[src/rtl/core/fst9_pkg.sv]
// Shared types and constants of the FAST-9 corner detector core.
package fst9_pkg;

    localparam int PIX_W  = 8;
    localparam int RING_N = 16;
    localparam int SLOTS  = 6;
    localparam int POS_W  = 10;
    localparam int STR_W  = 20;
    localparam int CNT_W  = 20;
    localparam int SQ_W   = 16;
    localparam int PART_W = 18;
    localparam int CFG_W  = 11;

    localparam logic [CNT_W-1:0] TALLY_MAX = '1;

    localparam logic [7:0]       THRESH_RST = 8'd20;
    localparam logic [CFG_W-1:0] WIDTH_RST  = 11'd640;
    localparam logic [CFG_W-1:0] HEIGHT_RST = 11'd480;

    typedef enum logic [1:0] {
        REG_THRESH = 2'd0,
        REG_WIDTH  = 2'd1,
        REG_HEIGHT = 2'd2
    } t_reg_idx;

    typedef logic [PIX_W-1:0] t_pix;
    typedef t_pix [6:0][6:0] t_win;

    localparam logic [2:0] RING_ROW [RING_N] =
        '{3'd0, 3'd0, 3'd1, 3'd2, 3'd3, 3'd4, 3'd5, 3'd6,
          3'd6, 3'd6, 3'd5, 3'd4, 3'd3, 3'd2, 3'd1, 3'd0};
    localparam logic [2:0] RING_COL [RING_N] =
        '{3'd3, 3'd4, 3'd5, 3'd6, 3'd6, 3'd6, 3'd5, 3'd4,
          3'd3, 3'd2, 3'd1, 3'd0, 3'd0, 3'd0, 3'd1, 3'd2};

    typedef struct packed {
        logic [POS_W-1:0] x;
        logic [POS_W-1:0] y;
        logic             elig;
        logic             fend;
    } t_meta;

    typedef struct packed {
        logic             kind;
        logic [POS_W-1:0] x;
        logic [POS_W-1:0] y;
        logic [STR_W-1:0] strength;
        logic [CNT_W-1:0] count;
        logic             last;
    } t_result;

endpackage

[src/rtl/core/fst9_score.sv]
// Two-stage circle test and squared-difference strength of one window.
module fst9_score
    import fst9_pkg::*;
#(
    parameter int ARC_LENGTH = 9
) (
    input  logic             i_clk,
    input  logic             i_rst_n,
    input  logic             i_en,
    input  logic             i_vld,
    input  t_meta            i_meta,
    input  t_win             i_win,
    input  logic [PIX_W-1:0] i_thresh,
    output logic             o_vld,
    output t_meta            o_meta,
    output logic             o_corner,
    output logic [STR_W-1:0] o_strength
);

    logic [SQ_W-1:0]   n1_sq [RING_N];
    logic [RING_N-1:0] n1_bright;
    logic [RING_N-1:0] n1_dark;
    logic [SQ_W-1:0]   r1_sq [RING_N];
    logic [RING_N-1:0] r1_bright;
    logic [RING_N-1:0] r1_dark;
    t_meta             r1_meta;
    logic              r1_vld;

    logic [PART_W-1:0] n2_part [4];
    logic              n2_corner;
    logic [PART_W-1:0] r2_part [4];
    logic              r2_corner;
    t_meta             r2_meta;
    logic              r2_vld;

    always_comb begin
        logic [PIX_W:0]   p;
        logic [PIX_W:0]   ctr;
        logic [PIX_W:0]   th;
        logic [PIX_W-1:0] ad;
        ctr = {1'b0, i_win[3][3]};
        th  = {1'b0, i_thresh};
        for (int i = 0; i < RING_N; i++) begin
            p            = {1'b0, i_win[RING_ROW[i]][RING_COL[i]]};
            n1_bright[i] = p > (ctr + th);
            n1_dark[i]   = (p + th) < ctr;
            ad           = (p > ctr) ? PIX_W'(p - ctr) : PIX_W'(ctr - p);
            n1_sq[i]     = SQ_W'(ad) * SQ_W'(ad);
        end
    end

    always_comb begin
        logic hit_b;
        logic hit_d;
        n2_corner = 1'b0;
        for (int i = 0; i < RING_N; i++) begin
            hit_b = 1'b1;
            hit_d = 1'b1;
            for (int j = 0; j < ARC_LENGTH; j++) begin
                hit_b = hit_b & r1_bright[(i + j) % RING_N];
                hit_d = hit_d & r1_dark[(i + j) % RING_N];
            end
            n2_corner = n2_corner | hit_b | hit_d;
        end
        for (int g = 0; g < 4; g++) begin
            n2_part[g] = PART_W'(r1_sq[4*g]) + PART_W'(r1_sq[4*g+1])
                       + PART_W'(r1_sq[4*g+2]) + PART_W'(r1_sq[4*g+3]);
        end
    end

    always_ff @(posedge i_clk) begin
        if (!i_rst_n) begin
            r1_vld <= 1'b0;
            r2_vld <= 1'b0;
        end else if (i_en) begin
            r1_vld <= i_vld;
            r2_vld <= r1_vld;
        end
    end

    always_ff @(posedge i_clk) begin
        if (i_en) begin
            r1_sq     <= n1_sq;
            r1_bright <= n1_bright;
            r1_dark   <= n1_dark;
            r1_meta   <= i_meta;
            r2_part   <= n2_part;
            r2_corner <= n2_corner;
            r2_meta   <= r1_meta;
        end
    end

    assign o_vld      = r2_vld;
    assign o_meta     = r2_meta;
    assign o_corner   = r2_corner;
    assign o_strength = STR_W'(r2_part[0]) + STR_W'(r2_part[1])
                      + STR_W'(r2_part[2]) + STR_W'(r2_part[3]);

endmodule

[config.mk]
export PLATFORM = sky130hd
export DESIGN_NAME = fst9_score
export DESIGN_NICKNAME = d
export VERILOG_FILES = /design/src/rtl/core/fst9_pkg.sv /design/src/rtl/core/fst9_score.sv
export SDC_FILE = /design/constraint.sdc
export NUM_CORES = 2
export LEC_CHECK = 0
export BUFFER_PORTS_ARGS = -buffer_cell sky130_fd_sc_hd__buf_2
export CAP_MARGIN = 20
export CORE_UTILIZATION = 35
export CTS_BUF_LIST = sky130_fd_sc_hd__clkbuf_8 sky130_fd_sc_hd__clkbuf_16
export DETAILED_ROUTE_END_ITERATION = 6
export SETUP_SLACK_MARGIN = 0.05
export SLEW_MARGIN = 10
export SYNTH_ARGS = -nofsm -noshare
export SYNTH_HDL_FRONTEND = slang
export SYNTH_SLANG_ARGS = --single-unit
[constraint.sdc]
create_clock -name i_clk -period 11.3 [get_ports i_clk]
set_input_delay 0.565 -clock i_clk [delete_from_list [all_inputs] [get_ports i_clk]]
set_output_delay 0.565 -clock i_clk [all_outputs]
set_load 0.01 [all_outputs]
==> results.cfg <==
[yosys]
netlist_area_um2 = 64100
synthFlopType = edfxtp_1
synth_top_family_by_area = adder cells
synth_top_area_frac = 0.233
ys_types = 90
synth_mux_area_frac = 0.0170
syn_inst = 6666
synth_compound_gate_area_share = 0.130
ys_seq_area_frac = 0.183
synth_adder_area_share = 0.417
synth_xor_area_frac = 0.0741
synth_async_sr_flop_share = 0
synthSimpleGateAreaFrac = 0.115
syn_area_per_cell_um2 = 9.61
ys_top_cells_by_area = ha_1 (23%), fa_1 (18%), edfxtp_1 (18%)
yosysTopAreaCell = ha_1
ys_ff_latch = 391
yosysWarnings = 0
synth_edf_count = 389

[critical_path]
endpoint_kind = register
crit_slowest_cell = xor2_1
crit_fanout = 21
arrival_ns = 8.77
critical_path.top_delay_family = adder cells
critPathRequiredTime_ns = 11.67
crit_path_frequent_cell = fa_1
crit_type = input port to register
critical_path_buf_inv_count = 6
cpPeakStageDelay_ns = 0.68
critPathLaunchType = input port

[timing]
hold_viol_final = 0
max-slew-margin-rel = 0.192
tns_ns = 0
drv_slew = 0
fin_crit_sh = 0.744
tightest_slew_ns = 1.21
timing.fmax_mhz = 119
post-route-min-period_ns = 8.41
finClkSkew_ns = 0.0400
setup_viol = 0
rsz0062_at_grt = false

[clocking]
clock_path_buffers = 3
root_buffer = clkbuf_16
clk_latency_ns = 0.65
cts.sinks = 391
post_cts_resized = 0
post_cts_buffers = 0
numCtsBuffers = 48
cts_tree = yes
htree_levels = 2
cts_hold_buf = 0
clkTransAtPathRegs_ns = 0.06

[floorplanning]
num_rows = 156
start_util = 0.353
die_area_um2 = 185000
die_y_um = 430
core_area_um2 = 181000
die_w_um = 430
io_pins = 470

[global_routing]
antenna_found_initial = 28
grt-ovfl-total = 0
grt_pass1_vias = 48900
track_usage = 0.192
grt_first_pass_wirelength_um = 276000
grt_start_max_net_pins = 177

[routing]
drt_iter0_drc = 3014
drtPass1Iterations = 6
vias = 48400
ant_nets = 0
wl_um = 177000
drcViolationCount = 0
avgRoutedWirePerCell_um = 19.0
via_per_inst = 5.17

[worst_hold_path]
hp-class = input port to register

[cells_and_area]
multiInputGateArea_um2 = 48400
fin_nets = 9145
nFillCells = 17900
finish.instance_area_um2 = 70000
syn2layout_area_growth_pct = 9.28
regArea_um2 = 11700
drive_above_1_share = 0.0708

[place]
placed_area_um2 = 68400
hpwl_um = 142000
port_buffers = 213
place_congestion = 0.919

[run_status]
outcome = finished clean

[job]
cap_violations = 0
[cell families after synthesis]
logic type	Yosys count
buffers and inverters	1060
XOR/XNOR	535
adder cells (fa/ha/maj)	1784
multiplexers	103
AO/OA/AOI/OAI	1261
AND/OR/NAND/NOR	1530
other	2
flip-flops	391
[placed cells by master, fill, tap and decap left out, types with 13 or more instances in the layout]
cell type	synthesis	routed
o31ai_1	18	18
xor2_1	155	154
o21bai_1	115	115
nand3_1	122	122
or3_1	29	29
and3_1	35	35
buf_2	16	212
or2_2	67	67
edfxtp_1	389	389
fa_1	589	589
o211ai_1	28	28
o2111ai_1	40	40
nor2b_1	101	101
nor3b_1	23	23
conb_1	2	14
nand2b_1	78	78
and4_1	16	16
buf_4	1	51
nand4_1	74	74
xnor2_1	374	369
a211oi_1	23	23
a21o_1	180	180
a31oi_1	28	28
o21ai_0	171	171
mux2_2	40	40
o21a_1	111	111
clkbuf_16	0	48
mux2i_1	61	61
inv_1	1001	1003
a21oi_1	390	389
nor3_1	108	108
and2_1	33	33
nor2_1	599	599
a211o_1	14	14
o221ai_1	13	13
ha_1	1195	1195
nand2_1	206	206
[worst reg2reg max path: stages, from the launching register on]
cell       delay, ns
edfxtp_1        0.47
fa_1            0.58
inv_1           0.06
fa_1            0.50
inv_1           0.07
ha_1            0.29
a21o_1          0.15
a21oi_1         0.21
nor2b_1         0.10
nor4_1          0.33
o31ai_1         0.19
o41ai_1         0.58
o2111ai_1       0.20
a21oi_1         0.21
xnor2_1         0.22
[per-stage QoR]
stage / util / worst slack, ns / cells / hold slack [ns]
finish: 0.386 / 2.89 / 9356 / 0.0911
CTS: 0.386 / 2.92 / 9344 / 0.0238
global placement: 0.377 / 2.28 / 9255 / 0.400
global route: 0.386 / 2.44 / 9354 / 0.0436
detailed placement: 0.377 / 2.25 / 9255 / 0.406
floorplan: - / 3.54 / 6678 / 0.400
[cells in the mapped netlist, drive strengths merged, types with 9 or more instances]
cell,instances
ha,1195
inv,1002
or3,29
o21a,111
o2111ai,40
nand3,123
nand2b,78
a21o,180
buf,17
xor2,155
o211ai,28
or2,68
nor4,11
o221ai,14
nor3,108
a211o,14
o311ai,10
nand2,206
nor2b,101
a211oi,23
a2111oi,9
a21oi,392
and2,33
o41ai,11
nor2,601
o21ai,180
o41a,12
xnor2,379
clkbuf,41
o21bai,115
a31oi,28
and3,35
o31ai,18
fa,589
mux2,42
mux2i,61
and4,16
nand4,74
edfxtp,389
nor3b,23
[per-layer routing]
layer	vias up	wire [um]	GRT usage
met5	-	41	0
met4	6	7750	0.0768
met3	290	9530	0.0273
met2	1172	82700	0.322
met1	23400	77500	0.248
li1	23500	-	-
[final timing paths]
kind,from,end,slack [ns],cells after the start
worst max-delay path,i_win[193],r1_sq[79],2.89,26
worst min-delay path,i_meta[9],r1_meta[9],0.09,1
worst max register to register,r1_sq[2],r2_part[16],6.93,14
worst min register to register,r1_meta[10],o_meta[10],0.42,0
[area by class of cell]
class | instances | share of cell area
Timing Repair Buffer | 265 | 0.0211
Inverter | 1002 | 0.0537
Clock inverter | 41 | 0.00588
Multi-Input combinational cell | 5227 | 0.692
Clock buffer | 48 | 0.0172
Antenna cell | 12 | 0.000429
Tap cell | 2370 | 0.0424
Sequential cell | 391 | 0.167
[sequential cells by signal, summed over array words and instances, names as in the netlist]
register / cells
r1_sq: 240
o_corner: 1
o_vld: 1
r1_dark: 16
r1_bright: 16
o_meta: 22
r1_vld: 1
r2_part: 72
r1_meta: 22
Power is left out: the tool's default activity adds up to more than one toggle a clock period on the data nets, which glitch-free logic cannot reach.
