===== src/rtl/core/fst9_pkg.sv =====
// Shared types and constants of the FAST-9 corner detector core.
package fst9_pkg;

    localparam int PIX_W  = 8;
    localparam int RING_N = 16;
    localparam int SLOTS  = 6;
    localparam int POS_W  = 10;
    localparam int STR_W  = 20;
    localparam int CNT_W  = 20;
    localparam int SQ_W   = 16;
    localparam int PART_W = 18;
    localparam int CFG_W  = 11;

    localparam logic [CNT_W-1:0] TALLY_MAX = '1;

    localparam logic [7:0]       THRESH_RST = 8'd20;
    localparam logic [CFG_W-1:0] WIDTH_RST  = 11'd640;
    localparam logic [CFG_W-1:0] HEIGHT_RST = 11'd480;

    typedef enum logic [1:0] {
        REG_THRESH = 2'd0,
        REG_WIDTH  = 2'd1,
        REG_HEIGHT = 2'd2
    } t_reg_idx;

    typedef logic [PIX_W-1:0] t_pix;
    typedef t_pix [6:0][6:0] t_win;

    localparam logic [2:0] RING_ROW [RING_N] =
        '{3'd0, 3'd0, 3'd1, 3'd2, 3'd3, 3'd4, 3'd5, 3'd6,
          3'd6, 3'd6, 3'd5, 3'd4, 3'd3, 3'd2, 3'd1, 3'd0};
    localparam logic [2:0] RING_COL [RING_N] =
        '{3'd3, 3'd4, 3'd5, 3'd6, 3'd6, 3'd6, 3'd5, 3'd4,
          3'd3, 3'd2, 3'd1, 3'd0, 3'd0, 3'd0, 3'd1, 3'd2};

    typedef struct packed {
        logic [POS_W-1:0] x;
        logic [POS_W-1:0] y;
        logic             elig;
        logic             fend;
    } t_meta;

    typedef struct packed {
        logic             kind;
        logic [POS_W-1:0] x;
        logic [POS_W-1:0] y;
        logic [STR_W-1:0] strength;
        logic [CNT_W-1:0] count;
        logic             last;
    } t_result;

endpackage


===== src/rtl/core/fst9_outq.sv =====
// Four-entry result queue taking up to two results per cycle.
module fst9_outq
    import fst9_pkg::*;
(
    input  logic    i_clk,
    input  logic    i_rst_n,
    input  logic [1:0] i_push_n,
    input  t_result i_res0,
    input  t_result i_res1,
    output logic    o_room,
    output logic    o_vld,
    input  logic    i_ready,
    output t_result o_res
);

    t_result    r_mem [4];
    logic [1:0] r_wp;
    logic [1:0] r_rp;
    logic [2:0] r_cnt;
    logic       pop;

    assign pop    = o_vld & i_ready;
    assign o_vld  = r_cnt != 3'd0;
    assign o_room = r_cnt <= 3'd2;
    assign o_res  = r_mem[r_rp];

    always_ff @(posedge i_clk) begin
        if (!i_rst_n) begin
            r_wp  <= '0;
            r_rp  <= '0;
            r_cnt <= '0;
        end else begin
            r_wp  <= r_wp + i_push_n;
            r_rp  <= r_rp + {1'b0, pop};
            r_cnt <= r_cnt + {1'b0, i_push_n} - {2'b0, pop};
        end
    end

    always_ff @(posedge i_clk) begin
        if (i_push_n != 2'd0) begin
            r_mem[r_wp] <= i_res0;
        end
        if (i_push_n == 2'd2) begin
            r_mem[r_wp + 2'd1] <= i_res1;
        end
    end

    a_cnt_max: assert property (@(posedge i_clk) disable iff (!i_rst_n)
        r_cnt <= 3'd4) else $error("result queue overfilled");
    a_push_room: assert property (@(posedge i_clk) disable iff (!i_rst_n)
        i_push_n == 2'd2 |-> r_cnt <= 3'd2) else $error("double push without room");
    a_no_pop_empty: assert property (@(posedge i_clk) disable iff (!i_rst_n)
        r_cnt == 3'd0 |-> !pop) else $error("pop from empty queue");

endmodule


===== config.mk =====
export PLATFORM = sky130hd
export DESIGN_NAME = fst9_outq
export DESIGN_NICKNAME = d
export VERILOG_FILES = /design/src/rtl/core/fst9_pkg.sv /design/src/rtl/core/fst9_outq.sv
export SDC_FILE = /design/constraint.sdc
export NUM_CORES = 1
export LEC_CHECK = 0
export BUFFER_PORTS_ARGS = -buffer_cell sky130_fd_sc_hd__buf_2
export CAP_MARGIN = 5
export CORE_MARGIN = 1.5
export CORE_UTILIZATION = 50
export DETAILED_ROUTE_END_ITERATION = 8
export MAX_ROUTING_LAYER = met4
export PLACE_DENSITY = 0.73
export SLEW_MARGIN = 20
export SYNTH_ARGS = -nofsm -noshare
export SYNTH_HDL_FRONTEND = slang
export SYNTH_SLANG_ARGS = --single-unit
export TNS_END_PERCENT = 10

===== constraint.sdc =====
create_clock -name i_clk -period 8.1 [get_ports i_clk]
set_clock_uncertainty 0.1 [all_clocks]
set_input_delay 0.81 -clock i_clk [delete_from_list [all_inputs] [get_ports i_clk]]
set_output_delay 0.81 -clock i_clk [all_outputs]
set_load 0.005 [all_outputs]

==> results.txt <==
No sink is reached through more buffers than the 3 on the longest clock path. In this run the standard cell core region covers 24320 um^2. The startpoint identified for the worst hold timing path is i_rst_n. The area growth from synthesis to layout is 17.22%. For the number of fillers in the final layout, the log shows 1835.

The share of layout cells above drive strength 1 is 65.11%, and the placement-stage worst setup slack is 4.820 ns. Cell internal power was estimated by the tool at 2.719 mW. Of the post-synthesis cell area, the dominant cell type holds 60.16%. Cell type with the highest aggregate area in the netlist: sky130_fd_sc_hd__edfxtp_1. The transition time at the pin with the least slew margin came out at 1.059 ns.

The most critical setup path has its startpoint at r_rp[0]$_SDFF_PN0_. The run finished with clean final reports. Detailed-placement wirelength estimate: 16910 um. In this design, the largest share of critical-path delay is due to buffers and inverters. The top cell types in the final layout, fill and taps aside, are sky130_fd_sc_hd__edfxtp_1, sky130_fd_sc_hd__mux2_2, sky130_fd_sc_hd__buf_2. Combinational logic burns 19.9% of the power.

The run gives 0.9215 mW as the power dissipated by switching net loads. Traced cell by cell, the critical path runs through buf_4, mux4_2, buf_2. The tools report the number of levels in the clock H-tree as 1. Once placement finished, the instance area stood at 13620 um^2.

The worst register-to-register path has a depth of 3. The buffer and inverter count on the worst path came out at 2. The run gives 0.7845 as the placer congestion estimate. The number of setup buffers added after CTS is 0. In the routed design, unresolved DRC markers number 0.

The library cell used most frequently in the layout, excluding fill and tap cells, is sky130_fd_sc_hd__edfxtp_1. The arrival time reported for the critical path endpoint was 2.81 ns; the post-synthesis sequential element count was 255. In the post-synthesis netlist, the biggest area contributors are sky130_fd_sc_hd__edfxtp_1, sky130_fd_sc_hd__mux2_2, sky130_fd_sc_hd__mux4_2. Required arrival time at the worst endpoint: 7.19 ns.

The floorplan step defined a die boundary enclosing 25710 um^2. Sequential cells were found to cover 61.30% of the synthesized design area. The cell at the root of the clock tree is sky130_fd_sc_hd__clkbuf_16. For the worst-skew pair, the clock arrives at the later sink with an insertion delay of 0.53 ns. For the via count of the first global-routing pass, the log shows 7569. After clock tree synthesis, the clock-pin slew on the worst setup and hold paths is 0.06 ns. Of the total power, the share spent switching nets is 25.32%. The final number of hold-violating endpoints came out at 0. The number of gates given a new drive strength after cts is 0, and the slack of the critical path is 4.379 ns.

The total routing usage reported by global routing is 22.68%, and the non-filler instance count after layout is 1188. The minimum clock period after layout was 3.721 ns; the number of max-cap violations was 0. The logs give 47.1% for the portion of total power attributed to sequential cells and 57 for the total number of placement rows. Cells fill 59.66% of the core in the end.

During I/O placement, the number of pins put on the boundary was 193. Summed over all cells, the static leakage comes to 5.067 nW. Along the worst path, the maximum fanout reaches 35. For the final routed database, the setup TNS stands at 0 ns. Hold timing on the final database bottoms out at a slack of 0.5036 ns.

The tools report the end of the worst register-to-register path as r_mem[2][7]$_DFFE_PP_. The clock drives 255 sinks. Source of the worst register-to-register timing path: r_wp[1]$_SDFF_PN0_. Once detail routing completed, the nets flagged for antenna violations numbered 0. The logs give 28 for the number of buffers inserted during clock tree synthesis and 645 for the synthesized instance count. The fraction of synthesis flops using an asynchronous set or reset pin came out at 0%. In this run, post-CTS hold repair placed 0 buffers. The final non-filler cell area is 14510 um^2, and the number of enable-type register cells in the synthesized netlist is 248.

Of the available clock period, the critical path in the final layout requires 45.93%. Setup repair after global routing left no endpoint under its margin. Count of pins over their slew limit: 0. The maximum single-stage delay on the critical path was 0.76 ns; the die extent in x was 160.3 um.

Each instance of the synthesized netlist takes up on average 19.19 um^2. The most used flip-flop cell after synthesis is sky130_fd_sc_hd__edfxtp_1. The worst setup path is captured at an output port. The tools report the initial antenna violation count as 6. The run gives 28030 um as the total wirelength of the detailed-routed design. The largest individual stage delay along the critical path comes from the cell sky130_fd_sc_hd__dfxtp_4. By startpoint and endpoint, the worst setup path is classified as flop to output port. Based on the critical path, the design can be clocked at up to 0.2688 GHz.

Power per unit of standard cell area: 250.9 nW/um^2. The number of I/O port buffers works out to 192. For the clock power share, the log shows 33.0%. The number of distinct library cell variants in the gate-level netlist after synthesis is 30, and the path length in cells of the critical path is 3. The run gives 12380 um^2 as the mapped cell area. Across all layers, the routed design uses 6872 vias. The final-stage net count is 968.

Once placement completed, the tool counted placed cells totaling 1129. During synthesis, Yosys emitted a total of 0 warnings. Across all register-to-register paths, the minimum setup slack is 5.33 ns. The peak ir drop on the vdd network came out at 0.1563 mV.

From bottom edge to top edge, the die measures 160.3 um. For this run the aggregate overflow at the end of global routing stands at 0. TritonCTS built the clock tree. Entering global routing, the biggest net connects 65 pins. Dividing the detail-routed via count by the number of cells gives 5.785. The first global-routing pass estimated 43210 um of wire. In the final routed layout, each cell accounts on average for 23.59 um. Type of origin of the critical path: a flop.

The tools report the first-iteration detailed-routing DRC count as 464. The tools report the termination of the worst setup path as o_res[31]. The length of the first detailed-routing pass in iterations came out at 5. The total design power came out at 3.640 mW. Once the floorplan was initialized, standard cells occupied 50.90% of the core. The path class of the tightest hold or removal check is input pin to flop. The logs give 29.38% for the worst slew slack as a fraction of its limit and 0 for the number of setup violations in the final report. Counting every net in the synthesized netlist gives 778.
==> worst min path at each step <==
stage / depth (start not counted) / endpoint / slack [ns]
2_1_floorplan: 2 / r_rp[0]$_SDFF_PN0_ / 0.51
3_5_place_dp: 2 / r_rp[0]$_SDFF_PN0_ / 0.57
6_report: 3 / r_rp[1]$_SDFF_PN0_ / 0.50
5_1_grt: 2 / r_mem[0][14]$_DFFE_PP_ / 0.50
3_3_place_gp: 2 / r_rp[0]$_SDFF_PN0_ / 0.55
4_1_cts: 3 / r_rp[1]$_SDFF_PN0_ / 0.48
==> cell usage after synthesis (2+ instances only) <==
| master | count |
|---|---|
| sky130_fd_sc_hd__o21bai_1 | 2 |
| sky130_fd_sc_hd__edfxtp_1 | 248 |
| sky130_fd_sc_hd__nand2b_1 | 2 |
| sky130_fd_sc_hd__and2_1 | 3 |
| sky130_fd_sc_hd__nand2_1 | 2 |
| sky130_fd_sc_hd__mux2i_1 | 4 |
| sky130_fd_sc_hd__dfxtp_1 | 7 |
| sky130_fd_sc_hd__buf_6 | 7 |
| sky130_fd_sc_hd__mux4_2 | 62 |
| sky130_fd_sc_hd__nor2_1 | 2 |
| sky130_fd_sc_hd__buf_2 | 16 |
| sky130_fd_sc_hd__nor2b_1 | 2 |
| sky130_fd_sc_hd__buf_4 | 12 |
| sky130_fd_sc_hd__clkbuf_1 | 7 |
| sky130_fd_sc_hd__inv_1 | 4 |
| sky130_fd_sc_hd__mux2_2 | 243 |
| sky130_fd_sc_hd__ha_1 | 3 |
| sky130_fd_sc_hd__xnor3_1 | 2 |
| sky130_fd_sc_hd__nor4bb_1 | 2 |
| sky130_fd_sc_hd__mux2_1 | 5 |
==> cells by family (layout without fill, tap and decap cells) <==
family / after synthesis / in the layout / synth area share, %
buffers and inverters: 47 / 259 / 2.375
xor gates and xnor gates: 2 / 2 / 0.3639
and+or+nand+nor: 17 / 17 / 1.001
muxes: 314 / 314 / 34.17
adders and majority gates: 4 / 4 / 0.4650
AOI/OAI and AO/OA: 6 / 6 / 0.3335
other: 0 / 7 / 0
DFF: 255 / 255 / 61.30
==> worst register-to-register path: stages, from the launching register on <==
cell and delay (ns):
sky130_fd_sc_hd__dfxtp_1 0.65, sky130_fd_sc_hd__inv_1 0.21, sky130_fd_sc_hd__o21bai_4 0.79, sky130_fd_sc_hd__buf_4 0.63
==> area by class of cell <==
class                      instances  area, um^2  share of cell area (%)
antenna                            7       17.52                  0.1207
clock buffer                      37       734.5                   5.062
clock inverter                    15       135.1                  0.9313
inverter                           4       15.01                  0.1035
multi-input combinational        343        4564                   31.46
sequential                       255        7595                   52.34
tap                              324       405.4                   2.794
timing repair buffer             203        1044                   7.191
==> state kept, by name, indices dropped and copies added (netlist names) <==
name,flops
r_wp,2
r_cnt,3
r_mem,248
r_rp,2
==> routing by layer <==
| metal | routed length (um) | up-vias | global-route usage (%) |
|---|---|---|---|
| li1 | - | 3053 | - |
| met3 | 2048 | 27 | 5.217 |
| met5 | 0 | - | - |
| met4 | 370 | 0 | 4.843 |
| met1 | 11690 | 3558 | 28.31 |
| met2 | 13910 | 234 | 38.08 |
==> power by group through the flow <==
stage	Sequential (mW)	Combinational (mW)	Clock [mW]
floorplan	1.69	0.498	0
global placement	1.74	0.716	0
detailed placement	1.75	0.731	0
CTS	1.72	0.736	1.22
global route	1.73	0.780	1.27
finish	1.71	0.723	1.20
No activity file was read; power rests on OpenSTA's default activity.
