`src/rtl/core/fst9_ram.sv`:
```
// Generic single-clock RAM with one write port and one registered read port.
module fst9_ram #(
    parameter int WIDTH = 8,
    parameter int DEPTH = 16
) (
    input  logic                     i_clk,
    input  logic                     i_we,
    input  logic [$clog2(DEPTH)-1:0] i_waddr,
    input  logic [WIDTH-1:0]         i_wdata,
    input  logic                     i_re,
    input  logic [$clog2(DEPTH)-1:0] i_raddr,
    output logic [WIDTH-1:0]         o_rdata
);

    logic [WIDTH-1:0] r_mem [DEPTH];
    logic [WIDTH-1:0] r_rdata;

    always_ff @(posedge i_clk) begin
        if (i_we) begin
            r_mem[i_waddr] <= i_wdata;
        end
        if (i_re) begin
            r_rdata <= r_mem[i_raddr];
        end
    end

    assign o_rdata = r_rdata;

endmodule

```
`config.mk`:
```
export PLATFORM = sky130hd
export DESIGN_NAME = fst9_ram
export DESIGN_NICKNAME = d
export VERILOG_FILES = /design/src/rtl/core/fst9_ram.sv
export SDC_FILE = /design/constraint.sdc
export NUM_CORES = 1
export LEC_CHECK = 0
export ABC_AREA = 1
export BUFFER_PORTS_ARGS = -buffer_cell sky130_fd_sc_hd__buf_2
export CAP_MARGIN = 20
export CORE_AREA = 5 5 120 122
export CTS_BUF_LIST = sky130_fd_sc_hd__clkbuf_8
export DETAILED_ROUTE_END_ITERATION = 12
export DIE_AREA = 0 0 125 127
export GPL_ROUTABILITY_DRIVEN = 0
export HOLD_SLACK_MARGIN = 0.15
export PLACE_DENSITY = 0.66
export SLEW_MARGIN = 20
export SYNTH_ARGS = -nofsm -noshare
export SYNTH_HDL_FRONTEND = slang
export SYNTH_SLANG_ARGS = --single-unit
```
`constraint.sdc`:
```
create_clock -name i_clk -period 1.6 [get_ports i_clk]
set_input_delay 0.08 -clock i_clk [delete_from_list [all_inputs] [get_ports i_clk]]
set_output_delay 0.08 -clock i_clk [all_outputs]
set_load 0.02 [all_outputs]
```
==> metrics.yaml, run 1 <==
gr-total-overflow: 0
timing.final.hold_violations: 0
ios: 27
rows: 42
dp_slack_ps: 252
fin_setup_tns_ps: 0
p_leak_nw: 2.86
placed_area_sq_um: 6210
die_area_sq_um: 15900
antenna_found_initial: 0
grt_pass1_vias: 3833
grt_max_degree: 65
start_util_pct: 44.7
fp.dieH_um: 127
utilization_pct: 51.1
fmax_mhz: 866
pwr_density_cell_nw_per_um2: 1070
max-vdd-ir-drop_v: 0.000466
critPathArrivalTime_ps: 1340
n_antenna_cell: 0
cts_tree: "yes"
cts_max_path_buffers: 2
cts.sinks: 136
rsz0062_at_grt: "false"
min_from: "i_we"
synth-main-ff-cell: "edfxtp_1"
maxSlewViolCount: 0
drt_iter0_drc: 531
critPathLaunch: "r_mem[13][3]$_DFFE_PP_"
timing.rr.start: "r_mem[13][3]$_DFFE_PP_"
min_period_ps: 1160
cp_data_required_time_ps: 1780
cts_resized: 0
dp_hpwl_um: 7930
grt_usage_pct: 17.1
startpoint_type: "flop"
fp.dieW_um: 125
slew_headroom_pct: 57.2
hp-class: "primary input to flop"
synthCells: 551
htree_num_levels: 4
fin_nets: 622
tightest_slew_ps: 642
path_class: "flop to flop"
synth_edf_count: 136
cts_root_buf: "clkbuf_8"
ys_seq_area_share_pct: 69.8
netlist_area_sq_um: 5850
yosys-top-cells-area: "edfxtp_1, nand2_1, nand3_1"
worstSkewPairLatency_ps: 440
place.port_buffers: 26
synthTopCellsByCount: "nand2_1, edfxtp_1, inv_1"
ff_latch_area_sq_um: 4080
firstDrtPassIters: 6
synth_fp_nets: 570
wl_per_cell_um: 16.3
cts-buffers-inserted: 17
multiInputGateArea_sq_um: 1210
period_share_pct: 72.2
post-route-cell-area_sq_um: 6690
cp-end-kind: "flop"
via_per_inst: 4.88
worst_slack_ps: 445
yosysUniqueCellTypes: 11
drive_above_1_share_pct: 12.5
drv_cap: 0
yosysWarnings: 0
drc: 0
setup_viol: 0
synthArstFlopShare_pct: 0
ant_nets: 0
core_sq_um: 13100
crit_fanout: 1
netlist.area_leader.share_pct: 69.8
vias: 3867
finalPower_mw: 7.18
clk_pin_slew_ps: 80
synthToLayoutAreaGrowth_pct: 14.3
nFillCells: 1137
routed_wl_um: 12900
yosys.cell_count.top_type: "nand2_1"
grt_pass1_wl_um: 20600
synth-seq-cells: 136
status: "finished, final reports clean"
finClkSkew_ps: 11.8
synth_area_per_cell_sq_um: 10.6
yosysTopAreaCell: "edfxtp_1"
[logic make-up (layout without fill, tap and decap cells)]
| logic type | after synthesis | after routing | synth area share [%] |
|---|---|---|---|
| buffers and inverters | 126 | 191 | 9.39 |
| flip-flops | 136 | 136 | 69.8 |
| AND/OR/NAND/NOR | 289 | 289 | 20.8 |
[layer usage]
layer	routed length, um	share of wire, %	vias to the layer above	global-route usage, %
met5	0	0	-	0
met4	312	2.4	0	6.95
met3	704	5.5	19	4.22
met2	6190	48	122	27.4
met1	5660	44	1842	22.5
li1	-	-	1884	-
[registers in the layout (all words and copies together) (netlist names)]
name,count
o_rdata,8
r_mem,128
[worst max-delay path, cell delays in order, from the launching register on]
cell	delay (ps)
edfxtp_1	360
inv_1	60
nand2_1	50
nand3_1	90
nand3_1	100
nand3_1	160
nand2_1	70
[layout by cell type (no fill, tap or decap), drive strengths merged]
master	count
clkinvlp	7
dlygate4sd3	10
nand2	173
nand3	97
inv	103
clkinv	5
bufinv	2
buf	47
nor2	17
edfxtp	136
nand3b	2
clkbuf	17
[power breakdown]
| part | leakage, nW | internal (mW) | switching (mW) |
|---|---|---|---|
| sequential | 1.24 | 4.01 | 0.0242 |
| combinational | 1.46 | 0.158 | 0.356 |
| clock | 0.169 | 1.35 | 1.28 |
| total | 2.86 | 5.52 | 1.66 |
[path summary, 6_finish.rpt]
kind / end / slack [ps] / cells past startpoint
max: o_rdata[3]$_DFFE_PP_ / 440 / 6
min: r_mem[1][6]$_DFFE_PP_ / 260 / 4
max reg2reg: o_rdata[3]$_DFFE_PP_ / 440 / 6
min reg2reg: o_rdata[2]$_DFFE_PP_ / 740 / 6
[through the flow]
stage                     std cells  hold slack (ps)
after detailed placement        750              457
final                           792              265
after global placement          750              461
after CTS                       792              245
after global routing            792              288
after floorplan                 551              179
[cell type report]
cell class                 count  area share, %
timing repair buffer          57           6.18
inverter                     102           5.73
clock inverter                15           2.06
clock buffer                  17           3.50
multi-input combinational    289           18.2
sequential                   136           61.1
tap                          176           3.29
[timing repair]
action	4_1_cts	5_1_grt
hold buffers	10	0
setup buffers	0	0
hold endpoints to repair	142	0
Note: power is estimated with default switching activity, not from simulation.
==> inputs of run 2 (changes only) <==
Settings changed: ABC_AREA 1 to 0, CORE_AREA 5 5 120 122 to 5 5 114 116, DIE_AREA 0 0 125 127 to 0 0 119 121, PLACE_DENSITY 0.66 to 0.68.
Clock period 1.6 ns to 0.94 ns, I/O delays scaled along.
==> metrics.yaml, run 2 <==
status: "finished with violations"
violations: "setup timing"
cp-end-kind: "flop"
nFillCells: 882
fp.dieW_um: 119
grt_pass1_vias: 2715
netlist_area_sq_um: 5230
cts_tree: "yes"
worstSkewPairLatency_ps: 420
critPathArrivalTime_ps: 1590
finalPower_mw: 12.4
crit_fanout: 1
via_per_inst: 5.29
p_leak_nw: 2.17
fmax_mhz: 702
synth_edf_count: 136
dp_hpwl_um: 6420
worstPathCellList: "mux4_2 -> a22oi_2 -> nand2_1"
setup_viol: 16
routed_wl_um: 9590
synth-seq-cells: 136
synthCells: 229
largest_register: "r_mem"
holdPathStages: 4
rows: 40
fp.dieH_um: 121
clk_pin_slew_ps: 70
n_antenna_cell: 0
htree_num_levels: 4
wl_per_cell_um: 20.3
finClkSkew_ps: 9.00
synthTopCellsByCount: "edfxtp_1, mux4_2, a22oi_1"
slew_headroom_pct: 42.6
start_util_pct: 44.3
gr-total-overflow: 0
firstDrtPassIters: 4
synthArstFlopShare_pct: 0
grt_max_degree: 23
worst_slack_ps: -485
path_class: "flop to flop"
utilization_pct: 56.0
synth-main-ff-cell: "edfxtp_1"
period_share_pct: 152
pwr_density_cell_nw_per_um2: 1870
cpPeakStageDelay_ps: 490
ant_nets: 0
rsz0062_at_grt: "true"
yosys-top-cells-area: "edfxtp_1, mux4_2, mux4_1"
grt_pass1_wl_um: 15300
cts_max_path_buffers: 2
vias: 2502
cts-buffers-inserted: 17
dp_slack_ps: -683
cts_root_buf: "clkbuf_8"
timing.final.hold_violations: 0
tightest_slew_ps: 859
core_sq_um: 11800
antenna_found_initial: 0
synth_area_per_cell_sq_um: 22.8
ys_seq_area_share_pct: 78.1
netlist.area_leader.share_pct: 78.1
r2r_cells: 3
cts.sinks: 136
final_cell_mix: "edfxtp_1, mux4_2, buf_4, buf_2"
min_period_ps: 1430
cp_slowest_cell: "mux4_2"
drv_cap: 0
ios: 27
drc: 0
startpoint_type: "flop"
maxSlewViolCount: 0
yosysWarnings: 0
final_common_cell: "edfxtp_1"
hp-class: "primary input to flop"
synthToLayoutAreaGrowth_pct: 26.4
fin_nets: 332
cp_data_required_time_ps: 1110
die_area_sq_um: 14400
yosysTopAreaCell: "edfxtp_1"
grt_usage_pct: 14.7
synth_fp_nets: 248
largest_reg_flops: 128
whs_ps: 222
yosys.cell_count.top_type: "edfxtp_1"
drt_iter0_drc: 239
drive_above_1_share_pct: 46.6
max-vdd-ir-drop_v: 0.000764
yosysUniqueCellTypes: 18
place.port_buffers: 26
==> run 2: final cells by class <==
class | count | area (sq um) | share of cell area, %
multi-input combinational | 83 | 1160 | 17.6
clock inverter | 15 | 160 | 2.42
clock buffer | 17 | 234 | 3.54
sequential | 136 | 4080 | 61.8
timing repair buffer | 75 | 783 | 11.9
tap | 147 | 184 | 2.78
==> run 2: routing by layer <==
| metal | vias to the layer above | track usage [%] | part of all wire, % |
|---|---|---|---|
| met5 | - | 0 | 0 |
| met1 | 1278 | 18.3 | 40 |
| li1 | 1136 | - | - |
| met4 | 0 | 6.08 | 1.2 |
| met3 | 10 | 3.87 | 5.8 |
| met2 | 78 | 24.4 | 53 |
==> run 2: worst paths after layout <==
check	from	to	slack, ps
max	r_mem[11][4]$_DFFE_PP_	o_rdata[4]$_DFFE_PP_	-490
min reg2reg	r_mem[15][3]$_DFFE_PP_	o_rdata[3]$_DFFE_PP_	750
min	i_waddr[1]	r_mem[8][4]$_DFFE_PP_	220
max reg2reg	r_mem[11][4]$_DFFE_PP_	o_rdata[4]$_DFFE_PP_	-490
==> run 2: repair_timing <==
action / 4_1_cts / 5_1_grt
pin swaps: 1 / 1
hold endpoints to repair: 136 / 0
hold buffers: 9 / 0
endpoints found under the setup margin: 16 / 16
setup buffers: 0 / 0
gates resized for setup: 17 / 6
==> run 2: power by group <==
part / switching, mW / internal (mW) / total [mW]
registers: 0.0430 / 6.83 / 6.87
logic: 0.448 / 0.430 / 0.878
clock network: 2.06 / 2.58 / 4.64
total: 2.55 / 9.83 / 12.4
==> run 2: cell families after synthesis <==
logic type	share of synthesized area, %
buffers and inverters	1.65
and+or+nand+nor	3.14
AOI/OAI and AO/OA	2.30
muxes	14.8
DFF	78.1
==> run 2: per-stage QoR <==
stage	TNS [ps]	instance area, sq um	std cells
final	-4200	6610	473
after global routing	-5070	6610	473
after CTS	-4680	6590	473
after detailed placement	-36230	6040	432
after global placement	-33840	6040	432
after floorplan	-12780	5330	229
==> run 2: worst max-delay path, delay by kind of cell, from the launching register on <==
| family | cells | cell delay, ps |
|---|---|---|
| DFF | 1 | 370 |
| AOI/OAI and AO/OA | 1 | 230 |
| and+or+nand+nor | 1 | 80 |
| muxes | 1 | 490 |
==> inputs of run 3 (changes only) <==
--- a/config.mk
+++ b/config.mk
@@ -15,5 +15,6 @@
 export GPL_ROUTABILITY_DRIVEN = 0
 export HOLD_SLACK_MARGIN = 0.15
-export PLACE_DENSITY = 0.68
+export PLACE_DENSITY = 0.66
+export REMOVE_ABC_BUFFERS = 1
 export SLEW_MARGIN = 20
 export SYNTH_ARGS = -nofsm -noshare
==> constraint.sdc (replaced) <==
create_clock -name i_clk -period 1.7 [get_ports i_clk]
set_input_delay 0.085 -clock i_clk [delete_from_list [all_inputs] [get_ports i_clk]]
set_output_delay 0.085 -clock i_clk [all_outputs]
set_load 0.1 [all_outputs]
==> metrics.yaml, run 3 (same netlist as run 2, synthesis figures left out) <==
status: "finished, final reports clean"
synthToLayoutAreaGrowth_pct: 18.6
placed_area_sq_um: 5670
multiInputGateArea_sq_um: 1060
via_per_inst: 5.45
dp_hpwl_um: 6550
rows: 40
path_class: "primary input to flop"
finClkSkew_ps: 8.80
cp_data_required_time_ps: 1840
setup_viol: 0
period_share_pct: 90.1
core_sq_um: 11800
cts.sinks: 136
utilization_pct: 52.5
min_period_ps: 1530
largest_reg_flops: 128
fmax_mhz: 653
routed_wl_um: 10100
rsz0062_at_grt: "false"
startpoint_type: "primary input"
crit_fanout: 7
clk_pin_slew_ps: 70
maxSlewViolCount: 0
post-route-cell-area_sq_um: 6200
ios: 27
htree_num_levels: 4
critPathArrivalTime_ps: 1680
drc: 0
cts_tree: "yes"
final_common_cell: "edfxtp_1"
hp-class: "primary input to flop"
drv_cap: 0
firstDrtPassIters: 4
n_antenna_cell: 0
ant_nets: 0
timing.final.hold_violations: 0
r2r_cells: 3
cts-buffers-inserted: 17
final_cell_mix: "edfxtp_1, buf_2, mux4_2, buf_4, clkbuf_8"
drive_above_1_share_pct: 31.3
p_leak_nw: 2.10
max-vdd-ir-drop_v: 0.000533
vias: 2490
place.port_buffers: 26
cp-end-kind: "flop"
worst_slack_ps: 168
holdPathStages: 3
fin_cells: 457
largest_register: "r_mem"
fp.dieH_um: 121
grt_pass1_wl_um: 15600
antenna_found_initial: 0
cts_max_path_buffers: 2
start_util_pct: 44.3
dp_cells: 414
grt_usage_pct: 15.2
grt_pass1_vias: 2703
finalPower_mw: 7.04
slew_headroom_pct: 66.7
fin_nets: 316
grt_max_degree: 33
worstSkewPairLatency_ps: 440
cts_resized: 0
ff_latch_area_sq_um: 4080
wl_per_cell_um: 22.0
nFillCells: 916
fp.dieW_um: 119
die_area_sq_um: 14400
gr-total-overflow: 0
tightest_slew_ps: 503
cts_root_buf: "clkbuf_8"
dp_slack_ps: 5.41
r2r_setup_slack_ps: 190
drt_iter0_drc: 222
pwr_density_cell_nw_per_um2: 1140
## run 3: worst max-delay path, cell delays in order
cell and delay (ps):
dlygate4sd3_1 540, buf_2 170, nor3_1 250, dlygate4sd3_1 630
## run 3: final cells by class
cell class / count / share of cell area (%)
tap: 147 / 2.97
timing repair buffer: 59 / 7.35
sequential: 136 / 65.9
clock inverter: 15 / 2.97
multi-input combinational: 83 / 17.1
clock buffer: 17 / 3.77
## run 3: routing by layer
| layer | share of wire (%) | vias up | track usage [%] |
|---|---|---|---|
| met3 | 7.1 | 14 | 4.34 |
| met5 | 0 | - | 0 |
| li1 | - | 1113 | - |
| met4 | 1.8 | 0 | 6.52 |
| met1 | 41 | 1262 | 19.4 |
| met2 | 50 | 101 | 24.5 |
## run 3: worst paths after layout
check / start / to
worst max-delay path: i_waddr[1] / r_mem[4][1]$_DFFE_PP_
worst min-delay path: i_waddr[0] / r_mem[0][3]$_DFFE_PP_
worst max register to register: r_mem[10][1]$_DFFE_PP_ / o_rdata[1]$_DFFE_PP_
worst min register to register: r_mem[12][6]$_DFFE_PP_ / o_rdata[6]$_DFFE_PP_
## run 3: power by group
part           total (mW)  leakage (nW)  internal, mW  switching, mW
clock                2.75         0.206          1.57           1.18
sequential           3.79          1.24          3.77         0.0193
combinational       0.491         0.656         0.174          0.317
total                7.04          2.10          5.52           1.52
## run 3: through the flow
stage / TNS (ps) / hold WS (ps)
global route: 0 / 242
global placement: -16.8 / 470
floorplan: 0 / 184
detailed placement: 0 / 470
CTS: 0 / 231
finish: 0 / 237
## run 3: timing repair
| item | 4_1_cts | 5_1_grt |
|---|---|---|
| setup buffers | 0 | 0 |
| hold buffers | 11 | 0 |
| endpoints found under the hold margin | 138 | 0 |
